===== config.mk =====
export PLATFORM = sky130hd
export DESIGN_NAME = stream_substring_replace_unit
export DESIGN_NICKNAME = d
export VERILOG_FILES = /design/src/ssr_pkg.sv /design/src/stream_substring_replace_unit.sv
export SDC_FILE = /design/constraint.sdc
export NUM_CORES = 1
export LEC_CHECK = 0
export BUFFER_PORTS_ARGS = -buffer_cell sky130_fd_sc_hd__clkbuf_2
export CORE_AREA = 2 2 203 205
export CTS_CLUSTER_DIAMETER = 200
export DETAILED_ROUTE_END_ITERATION = 8
export DIE_AREA = 0 0 205 207
export PLACE_DENSITY = 0.62
export SLEW_MARGIN = 10
export SYNTH_ARGS = -nofsm -noshare
export SYNTH_HDL_FRONTEND = slang
export SYNTH_SLANG_ARGS = --single-unit
export TNS_END_PERCENT = 100

===== constraint.sdc =====
create_clock -name aclk -period 8.5 [get_ports aclk]
set_input_delay 1.7 -clock aclk [delete_from_list [all_inputs] [get_ports aclk]]
set_output_delay 1.7 -clock aclk [all_outputs]
set_load 0.01 [all_outputs]

===== src/ssr_pkg.sv =====
package ssr_pkg;

    localparam int MAX_PATTERN_DEFAULT   = 8;
    localparam int POSITION_BITS_DEFAULT = 32;

    localparam int DATA_DEPTH   = 8;
    localparam int DATA_IDX_W   = 3;
    localparam int DATA_CNT_W   = 4;
    localparam int RES_CNT_W    = 4;
    localparam int CFG_INDEX_W  = 3;
    localparam int CFG_DATA_W   = 64;
    localparam int LEN_W        = 4;
    localparam int MATCH_POS_W  = 32;

    localparam logic [7:0] SPACE_CHAR = 8'h20;

    typedef enum logic [1:0] {
        MODE_REPLACE_ALL   = 2'd0,
        MODE_REPLACE_FIRST = 2'd1,
        MODE_FIND          = 2'd2,
        MODE_SPLIT         = 2'd3
    } mode_t;

    typedef enum logic [CFG_INDEX_W-1:0] {
        REG_MODE        = 3'd0,
        REG_PATTERN     = 3'd1,
        REG_PATTERN_LEN = 3'd2,
        REG_REPL        = 3'd3,
        REG_REPL_LEN    = 3'd4
    } cfg_index_t;

    typedef enum logic [1:0] {
        KIND_DATA     = 2'd0,
        KIND_POSITION = 2'd1,
        KIND_MARKER   = 2'd2
    } kind_t;

    typedef enum logic [1:0] {
        TAIL_NONE     = 2'd0,
        TAIL_POSITION = 2'd1,
        TAIL_MARKER   = 2'd2
    } tail_t;

    typedef struct packed {
        logic [7:0] in_byte;
        logic       end_of_string;
    } in_req_t;

    typedef struct packed {
        kind_t                  kind;
        logic [7:0]             out_byte;
        logic [MATCH_POS_W-1:0] match_position;
        logic                   run_last;
        logic                   string_done;
    } out_req_t;

endpackage


===== src/stream_substring_replace_unit.sv =====
// Streaming find-and-replace over a byte string. Each input request is one
// byte, with end_of_string on the last byte of a string. The byte is matched
// against the configured pattern in the cycle it is accepted, and the results
// it causes (data bytes, a match position or a token marker) are loaded into a
// result buffer that drains one result per cycle while m_ready is high. A byte
// with at most one result never stalls the input, so plain text flows at one
// byte per cycle while m_ready is high; a byte with k results (a replacement
// run or an end-of-string flush, up to 9) stalls the input while the buffer
// drains. Write the configuration registers only while no string is in flight.
module stream_substring_replace_unit #(
    parameter int MAX_PATTERN   = ssr_pkg::MAX_PATTERN_DEFAULT,
    parameter int POSITION_BITS = ssr_pkg::POSITION_BITS_DEFAULT
) (
    input  logic                                aclk,
    input  logic                                aresetn,
    input  logic                                s_valid,
    output logic                                s_ready,
    input  ssr_pkg::in_req_t                    s_payload,
    output logic                                m_valid,
    input  logic                                m_ready,
    output ssr_pkg::out_req_t                   m_payload,
    input  logic                                cfg_we,
    input  logic [ssr_pkg::CFG_INDEX_W-1:0]     cfg_index,
    input  logic [ssr_pkg::CFG_DATA_W-1:0]      cfg_data
);
    import ssr_pkg::*;

    localparam int HOLD_DEPTH = (MAX_PATTERN > 1) ? MAX_PATTERN - 1 : 1;
    localparam int CNT_W      = $clog2(MAX_PATTERN + 1);

    // configuration
    mode_t                 mode_reg;
    logic [CFG_DATA_W-1:0] pattern_reg;
    logic [LEN_W-1:0]      plen_cfg_reg;
    logic [CFG_DATA_W-1:0] repl_reg;
    logic [LEN_W-1:0]      rlen_cfg_reg;

    // string state
    logic [7:0]               held_reg [HOLD_DEPTH];
    logic [7:0]               held_next [HOLD_DEPTH];
    logic [CNT_W-1:0]         held_count_reg, held_count_next;
    logic [POSITION_BITS-1:0] byte_pos_reg, byte_pos_next;
    logic                     first_replaced_reg, first_replaced_next;
    logic                     token_open_reg, token_open_next;

    // result buffer
    logic [7:0]             res_data_reg [DATA_DEPTH];
    logic [7:0]             res_data_next [DATA_DEPTH];
    logic [DATA_CNT_W-1:0]  res_ndata_reg, res_ndata_next;
    tail_t                  res_tail_reg, res_tail_next;
    logic [MATCH_POS_W-1:0] res_pos_reg, res_pos_next;
    logic                   res_eos_reg;
    logic [RES_CNT_W-1:0]   res_count_reg, res_count_next;
    logic [RES_CNT_W-1:0]   res_idx_reg;

    logic s_accept;
    logic res_last;

    // per-byte datapath
    logic [7:0]            buf_b [DATA_DEPTH];
    logic [7:0]            pat_b [DATA_DEPTH];
    logic [CNT_W-1:0]      plen;
    logic [CNT_W-1:0]      cnt;
    logic [LEN_W-1:0]      rlen;
    logic                  split_space;
    logic                  passthru;
    logic                  full;
    logic                  cmp_ok;
    logic                  match;
    logic                  mismatch;
    logic                  use_repl;
    logic                  eos;
    logic [POSITION_BITS-1:0] pos_diff;

    assign eos = s_payload.end_of_string;

    always_comb begin
        if (plen_cfg_reg > LEN_W'(MAX_PATTERN)) begin
            plen = CNT_W'(MAX_PATTERN);
        end else begin
            plen = CNT_W'(plen_cfg_reg);
        end
        split_space = (mode_reg == MODE_SPLIT) && (plen == '0);
        if (split_space) begin
            plen = CNT_W'(1);
        end
        rlen = (rlen_cfg_reg > LEN_W'(DATA_DEPTH)) ? LEN_W'(DATA_DEPTH) : rlen_cfg_reg;

        for (int i = 0; i < DATA_DEPTH; i++) begin
            pat_b[i] = pattern_reg[8*i +: 8];
            buf_b[i] = s_payload.in_byte;
        end
        if (split_space) begin
            pat_b[0] = SPACE_CHAR;
        end
        for (int i = 0; i < HOLD_DEPTH; i++) begin
            if (CNT_W'(i) < held_count_reg) begin
                buf_b[i] = held_reg[i];
            end
        end
        cnt = held_count_reg + CNT_W'(1);

        cmp_ok = 1'b1;
        for (int i = 0; i < MAX_PATTERN; i++) begin
            if ((CNT_W'(i) < plen) && (buf_b[i] != pat_b[i])) begin
                cmp_ok = 1'b0;
            end
        end

        passthru = (((mode_reg == MODE_REPLACE_ALL) || (mode_reg == MODE_REPLACE_FIRST))
                    && (plen == '0))
                   || ((mode_reg == MODE_REPLACE_FIRST) && first_replaced_reg);
        full     = !passthru && (plen != '0) && (cnt >= plen);
        match    = full && cmp_ok;
        mismatch = full && !cmp_ok;
        use_repl = match && (mode_reg != MODE_FIND) && (mode_reg != MODE_SPLIT);

        // data bytes caused by this byte
        if (passthru) begin
            res_ndata_next = DATA_CNT_W'(cnt);
        end else if (mode_reg == MODE_FIND) begin
            res_ndata_next = '0;
        end else if (match) begin
            res_ndata_next = use_repl ? DATA_CNT_W'(rlen) : '0;
        end else if (mismatch) begin
            res_ndata_next = eos ? DATA_CNT_W'(cnt) : DATA_CNT_W'(1);
        end else if (plen != '0) begin
            res_ndata_next = eos ? DATA_CNT_W'(cnt) : '0;
        end else begin
            res_ndata_next = '0;
        end

        for (int i = 0; i < DATA_DEPTH; i++) begin
            res_data_next[i] = use_repl ? repl_reg[8*i +: 8] : buf_b[i];
        end

        pos_diff     = byte_pos_reg - POSITION_BITS'(plen - CNT_W'(1));
        res_pos_next = MATCH_POS_W'(pos_diff);

        res_tail_next = TAIL_NONE;
        if ((mode_reg == MODE_FIND) && match) begin
            res_tail_next = TAIL_POSITION;
        end else if ((mode_reg == MODE_SPLIT)
                     && (match || (eos && (token_open_reg || (res_ndata_next != '0))))) begin
            res_tail_next = TAIL_MARKER;
        end
        res_count_next = RES_CNT_W'(res_ndata_next)
                         + ((res_tail_next != TAIL_NONE) ? RES_CNT_W'(1) : '0);

        // next string state
        for (int i = 0; i < HOLD_DEPTH; i++) begin
            held_next[i] = mismatch ? buf_b[i+1] : buf_b[i];
        end
        if (eos || passthru || match || (plen == '0)) begin
            held_count_next = '0;
        end else if (mismatch) begin
            held_count_next = cnt - CNT_W'(1);
        end else begin
            held_count_next = cnt;
        end

        byte_pos_next = eos ? '0 : byte_pos_reg + POSITION_BITS'(1);

        first_replaced_next = first_replaced_reg;
        if (eos) begin
            first_replaced_next = 1'b0;
        end else if (match && (mode_reg == MODE_REPLACE_FIRST)) begin
            first_replaced_next = 1'b1;
        end

        token_open_next = token_open_reg;
        if (eos) begin
            token_open_next = 1'b0;
        end else if (mode_reg == MODE_SPLIT) begin
            if (match) begin
                token_open_next = 1'b0;
            end else if (res_ndata_next != '0) begin
                token_open_next = 1'b1;
            end
        end
    end

    // handshake
    assign m_valid  = (res_idx_reg != res_count_reg);
    assign res_last = (res_idx_reg == (res_count_reg - RES_CNT_W'(1)));
    assign s_ready  = aresetn && (!m_valid || (res_last && m_ready));
    assign s_accept = s_valid && s_ready;

    always_comb begin
        m_payload.run_last    = res_last;
        m_payload.string_done = res_last && res_eos_reg;
        if (res_idx_reg < RES_CNT_W'(res_ndata_reg)) begin
            m_payload.kind           = KIND_DATA;
            m_payload.out_byte       = res_data_reg[res_idx_reg[DATA_IDX_W-1:0]];
            m_payload.match_position = '0;
        end else if (res_tail_reg == TAIL_POSITION) begin
            m_payload.kind           = KIND_POSITION;
            m_payload.out_byte       = '0;
            m_payload.match_position = res_pos_reg;
        end else begin
            m_payload.kind           = KIND_MARKER;
            m_payload.out_byte       = '0;
            m_payload.match_position = '0;
        end
    end

    always_ff @(posedge aclk) begin
        if (!aresetn) begin
            mode_reg           <= MODE_REPLACE_ALL;
            pattern_reg        <= '0;
            plen_cfg_reg       <= '0;
            repl_reg           <= '0;
            rlen_cfg_reg       <= '0;
            held_count_reg     <= '0;
            byte_pos_reg       <= '0;
            first_replaced_reg <= 1'b0;
            token_open_reg     <= 1'b0;
            res_count_reg      <= '0;
            res_idx_reg        <= '0;
        end else begin
            if (s_accept) begin
                held_count_reg     <= held_count_next;
                byte_pos_reg       <= byte_pos_next;
                first_replaced_reg <= first_replaced_next;
                token_open_reg     <= token_open_next;
                res_count_reg      <= res_count_next;
                res_idx_reg        <= '0;
            end else if (m_valid && m_ready) begin
                res_idx_reg <= res_idx_reg + RES_CNT_W'(1);
            end
            if (cfg_we) begin
                unique case (cfg_index)
                    REG_MODE: begin
                        mode_reg       <= mode_t'(cfg_data[1:0]);
                        held_count_reg <= '0;
                    end
                    REG_PATTERN: begin
                        pattern_reg    <= cfg_data;
                        held_count_reg <= '0;
                    end
                    REG_PATTERN_LEN: begin
                        plen_cfg_reg   <= cfg_data[LEN_W-1:0];
                        held_count_reg <= '0;
                    end
                    REG_REPL: begin
                        repl_reg <= cfg_data;
                    end
                    REG_REPL_LEN: begin
                        rlen_cfg_reg <= cfg_data[LEN_W-1:0];
                    end
                    default: begin
                    end
                endcase
            end
        end
    end

    // payload registers
    always_ff @(posedge aclk) begin
        if (s_accept) begin
            held_reg      <= held_next;
            res_data_reg  <= res_data_next;
            res_ndata_reg <= res_ndata_next;
            res_tail_reg  <= res_tail_next;
            res_pos_reg   <= res_pos_next;
            res_eos_reg   <= eos;
        end
    end

endmodule

==> out/results.ini, run 1 <==
[job]
maxCapViolCount=0

[clock_network]
cts_root_buf=clkbuf_16
clk_pin_slew_worst_paths_ps=60
post_cts_buffers=0
htree_num_levels=2
cts.sinks=343
clkLatencyLatePin_ps=560
cts_made_buffers=39
postCtsHoldBufs=0
cts_tree=yes
cts_buffer_depth=3
cts_resized=0

[die]
row_count=74
start_util=0.4446
die_h_um=207
core_um2=40370
die_area_um2=42440
dieWidth_um=205
ios=127

[route]
drt_iter0_markers=1126
dr_total_vias=14730
first_pass_iters=5
wirelength_um=51470
drc=0
antenna_left=0
wl_per_cell_um=19.85
vias_per_cell=5.680

[logic_synthesis]
synth-edff-count=159
syn_nets=2086
synthArstFlopShare=0
synthesis.area_um2=17950
synth.top_cell.area_share=0.2660
ys_ff_latch=343
ys_seq_area_frac=0.4712
synth_area_leaders=edfxtp_1 27%, dfxtp_1 21%, nand2_1 7.1%, a21oi_1 6.3%, mux2i_1 4.6%
syn_inst=1954
ys_warn_count=0
synth_flop_cell=dfxtp_1
synth_cell_types=79
synth_area_leader_cell=edfxtp_1
syn_area_per_cell_um2=9.185

[final_layout]
final_layout_size_suffix_gt1_frac=0.1266
final_area_um2=20390
syn_to_final_growth_pct=13.59
antenna_cells=0
final_cells=2593
fin_nets=2163

[worst_setup_path]
worst-r2r-setup-slack_ps=2510
slowest_delay_ps=990
crit_chain=inv_1 -> ha_1 -> nor3b_2 -> mux2i_1 -> nor4b_1 -> o21ai_0 -> a32o_1 -> a221oi_1 -> o2111ai_2 -> nor3_2 -> nand2b_2 -> buf_12 -> nor2_1 -> a21oi_1
critPathTopFamily=simple AND/OR/NAND/NOR gates
critical_path_buf_inv_count=2
required_ps=8770
endpoint_kind=flop
critPathLaunchType=flop
reg2reg_depth=14
cp.arrival_ps=6270
path_max_fanout=50
slowest_stage=nor3b_2
r2r_end=res_data_reg[59]$_DFFE_PP_
reg2reg_from=held_count_reg[0]$_SDFF_PN0_
path_class=reg2reg

[global_routing]
grt_pass1_wl_um=80360
grt_pass1_vias=14100
grt-ovfl-total=0
grt.total_usage=0.2419
grt_max_degree=98
antenna_found_initial=0

[power_and_ir_drop]
leakage_uw=0.007861
powerDensity_nw_per_um2=204.9
ir_worst_vdd_mv=0.1539
power_uw=4177

[timing]
finalCritPeriodShare=0.7052
slew_headroom=0.1681
final.setup.tns_ps=0
worst_clock_skew_ps=19.29
fin_crit_ps=5994
hold_viol_final=0
max_freq_ghz=0.1668
tightest_slew_ps=1242
drv_slew=0
rsz0062_at_grt=false
setup_violations=0

[placed_design]
place_inst=2522
io_buffer_count=126
hpwl_um=35620
finalWeightedCongestion=0.9245
placed_area_um2=18970

[status]
outcome=finished, final reports clean

[hold_path]
worstHoldStart=repl_reg[51]$_SDFFE_PN0P_
hold_depth=2
hp-class=reg2reg
holdPathEnd=repl_reg[51]$_SDFFE_PN0P_

[where the power goes]
part	internal (µW)	switching (µW)	leakage, µW
registers	1850	62.8	0.00297
logic	150	284	0.00419
clock network	1120	704	0.000705
[through the flow]
stage	hold WS [ps]	setup slack, ps	util
floorplan	436.6	731.0	-
CTS	458.5	2558	0.5050
detailed placement	446.9	2265	0.4700
finish	455.6	2506	0.5050
global route	474.2	2138	0.5050
global placement	445.0	2391	0.4700
[kinds of logic after synthesis]
family	after synthesis	synth area share
DFF	343	0.4712
AOI/OAI and AO/OA	445	0.1483
adders and majority gates	51	0.03597
xor gates and xnor gates	104	0.05075
muxes	108	0.07222
and+or+nand+nor	738	0.1842
buffers and inverters	165	0.03736
[cells in the final DEF (no fill, tap or decap), types with 50 or more instances in the layout]
cell type,netlist,final
nor2_1,196,196
dfxtp_1,184,184
inv_1,55,54
mux2i_1,82,82
edfxtp_1,159,159
a21oi_1,227,227
o22ai_1,67,67
ha_1,50,50
o21ai_0,52,51
clkbuf_2,1,126
xnor2_1,66,66
nand2_1,341,341
[worst reg2reg max path, stage by stage, from the launching register on]
cell       delay (ps)
dfxtp_1           400
inv_1             220
ha_1              220
nor3b_2           990
mux2i_1           440
nor4b_1           320
o21ai_0           170
a32o_1            240
a221oi_1          340
o2111ai_2         310
nor3_2            730
nand2b_2          680
buf_12            440
nor2_1            160
a21oi_1            60
[synthesized netlist by cell type (5+ instances only)]
library cell	instances
or3_1	13
o21ai_0	52
and3_1	16
clkbuf_1	84
a21o_1	25
nand2_1	341
ha_1	50
nand4_1	14
buf_1	9
nor4_1	9
nand2b_1	15
nand3_1	28
buf_2	7
mux2i_1	82
nor3_1	21
o21a_1	6
xor2_1	38
o22ai_1	67
nor2b_1	16
mux2_1	8
a211oi_1	6
edfxtp_1	159
and2_1	37
nor2_1	196
a221oi_1	7
a31oi_1	9
buf_4	5
dfxtp_1	184
inv_1	55
xnor2_1	66
mux4_2	16
a21oi_1	227
[cell type report]
type | count | area (µm²)
Inverter | 56 | 217.7
Tap cell | 532 | 665.6
Fill cell | 3834 | 19980
Clock buffer | 61 | 1308
Sequential cell | 343 | 8458
Clock inverter | 10 | 105.1
Multi-Input combinational cell | 1446 | 8847
Timing Repair Buffer | 145 | 785.8
[worst max path at each step]
| stage | from | end | slack [ps] | depth (start not counted) |
|---|---|---|---|---|
| after global placement | s_payload[7] | res_data_reg[59]$_DFFE_PP_ | 2390 | 12 |
| after CTS | held_count_reg[0]$_SDFF_PN0_ | res_data_reg[56]$_DFFE_PP_ | 2560 | 14 |
| after detailed placement | s_payload[7] | res_data_reg[56]$_DFFE_PP_ | 2260 | 12 |
| after floorplan | m_ready | token_open_reg$_SDFFE_PN0P_ | 730 | 8 |
| after global routing | held_count_reg[0]$_SDFF_PN0_ | res_data_reg[53]$_DFFE_PP_ | 2140 | 14 |
| final | held_count_reg[0]$_SDFF_PN0_ | res_data_reg[59]$_DFFE_PP_ | 2510 | 14 |
[metal layers]
layer / GRT usage / wire length, µm
met5: 0 / 0
met1: 0.3304 / 22400
met3: 0.03131 / 3302
met4: 0.09005 / 1718
met2: 0.3917 / 24060
No activity file was read; power rests on OpenSTA's default activity.
==> inputs of run 2 (changes only) <==
clock period = 5.55 ns   (was 8.5 ns; I/O delays follow)
==> out/results.ini, run 2 (synthesis gave the netlist of run 1 again) <==
[timing]
fin_crit_ps=5095
tightest_slew_ps=1211
rsz0062_at_grt=false
hold_viol_final=0
slew_headroom=0.1812
drv_slew=0
finalCritPeriodShare=0.9180
final.setup.tns_ps=0
setup_violations=0
worst_clock_skew_ps=22.54
worst_hold_slack_ps=455.3
max_freq_ghz=0.1963

[clock_network]
htree_num_levels=2
clkLatencyLatePin_ps=560
cts_made_buffers=39
cts_root_buf=clkbuf_16
cts_tree=yes
cts_buffer_depth=3
clk_pin_slew_worst_paths_ps=60
cts.sinks=343

[hold_path]
holdPathEnd=repl_reg[29]$_SDFFE_PN0P_
hold_depth=2
worstHoldStart=repl_reg[29]$_SDFFE_PN0P_
hp-class=reg2reg

[final_layout]
mostFrequentLayoutCells=341 x nand2_1, 227 x a21oi_1, 196 x nor2_1
syn_to_final_growth_pct=14.46
antenna_cells=0
final_area_um2=20540
final_common_cell=nand2_1
final_layout_size_suffix_gt1_frac=0.1386
finish.utilization=0.5089
fin_nets=2195

[worst_setup_path]
endpoint_kind=flop
crit_chain=and2_1 -> nand3_1 -> o21ai_1 -> inv_1 -> ha_1 -> nand2_1 -> buf_4 -> ha_1 -> a21o_1 -> a21oi_1 -> nor2b_1 -> o21ai_0 -> nand2b_1 -> a21oi_1 -> a31oi_1 -> a211o_1 -> a221o_1 -> a21oi_1 -> xnor2_1
path_max_fanout=18
r2r_end=res_pos_reg[30]$_DFFE_PP_
slowest_stage=dfxtp_1
worst-r2r-setup-slack_ps=460
slowest_delay_ps=530
critPathLaunchType=flop
reg2reg_from=mode_reg[1]$_SDFFE_PN0P_
critical_path_buf_inv_count=2
required_ps=5840
critPathMostFrequentCell=a21oi_1
reg2reg_depth=19
cp.arrival_ps=5390
path_class=reg2reg
critPathTopFamily=compound AO/OA/AOI/OAI gates

[power_and_ir_drop]
power_uw=6227
intPower_uw=4646
pwr-share-comb=0.110
sw_frac_of_total=0.2540
ir_worst_vdd_mv=0.1870
p_clk_frac=0.420
p_switching_uw=1581
powerDensity_nw_per_um2=303.1
leakage_uw=0.007978
seqPwrFrac=0.470

[die]
ios=127
core_um2=40370
row_count=74
dieWidth_um=205
start_util=0.4446
die_area_um2=42440
die_h_um=207

[route]
dr_total_vias=14850
vias_per_cell=5.656
wirelength_um=51340
drt_iter0_markers=1250
first_pass_iters=5
antenna_left=0
wl_per_cell_um=19.56
drc=0

[job]
maxCapViolCount=0

[placed_design]
io_buffer_count=126
finalWeightedCongestion=0.9325
placed_area_um2=19230
hpwl_um=35990

[global_routing]
grt-ovfl-total=0
grt_max_degree=91
grt.total_usage=0.2392
antenna_found_initial=0
grt_pass1_wl_um=79320
grt_pass1_vias=14080

[status]
outcome=finished, final reports clean

run 2: worst max path at each step:
stage / cells past startpoint / end / startpoint
finish: 19 / res_pos_reg[30]$_DFFE_PP_ / mode_reg[1]$_SDFFE_PN0P_
global route: 19 / res_pos_reg[30]$_DFFE_PP_ / mode_reg[1]$_SDFFE_PN0P_
CTS: 17 / res_count_reg[2]$_SDFFE_PN0P_ / held_count_reg[0]$_SDFF_PN0_
detailed placement: 17 / res_count_reg[2]$_SDFFE_PN0P_ / held_count_reg[0]$_SDFF_PN0_
global placement: 17 / res_count_reg[2]$_SDFFE_PN0P_ / held_count_reg[0]$_SDFF_PN0_
floorplan: 16 / res_count_reg[1]$_SDFFE_PN0P_ / s_payload[7]
run 2: metrics by stage:
stage	instances	worst slack, ps
2_1_floorplan	1954	755.2
3_3_place_gp	2554	460.0
3_5_place_dp	2554	327.1
4_1_cts	2625	273.4
5_1_grt	2625	14.08
6_report	2625	455.2
run 2: area by class of cell:
type                            instances  area (µm²)
Clock buffer                           62        1264
Clock inverter                          9       47.55
Fill cell                            3772       19820
Inverter                               56       217.7
Multi-Input combinational cell       1446        8853
Sequential cell                       343        8458
Tap cell                              532       665.6
Timing Repair Buffer                  177        1039
run 2: layer usage:
metal  vias to the layer above  global-route usage  part of all wire
met4                         0             0.09799             0.038
met3                       104             0.03807             0.069
met1                      7094              0.3176              0.43
li1                       7108                   -                 -
met2                       542              0.3883              0.47
met5                         -                   0                 0
run 2: power groups by stage:
stage                     sequential (µW)  clock (µW)  combinational, µW
after detailed placement             2980           0                683
final                                2930        2610                684
after floorplan                      2950           0                438
after CTS                            2930        2660                687
after global routing                 2940        2760                746
after global placement               2980           0                673
run 2: what timing repair did:
action	4_1_cts	5_1_grt
resized for setup	0	2
hold buffers	0	0
setup buffers	0	0
endpoints found under the setup margin	0	4
run 2: worst min-delay path, cell delays in order (launching register included):
cell	delay [ps]
dfxtp_1	310
nand2_1	50
a21oi_1	50
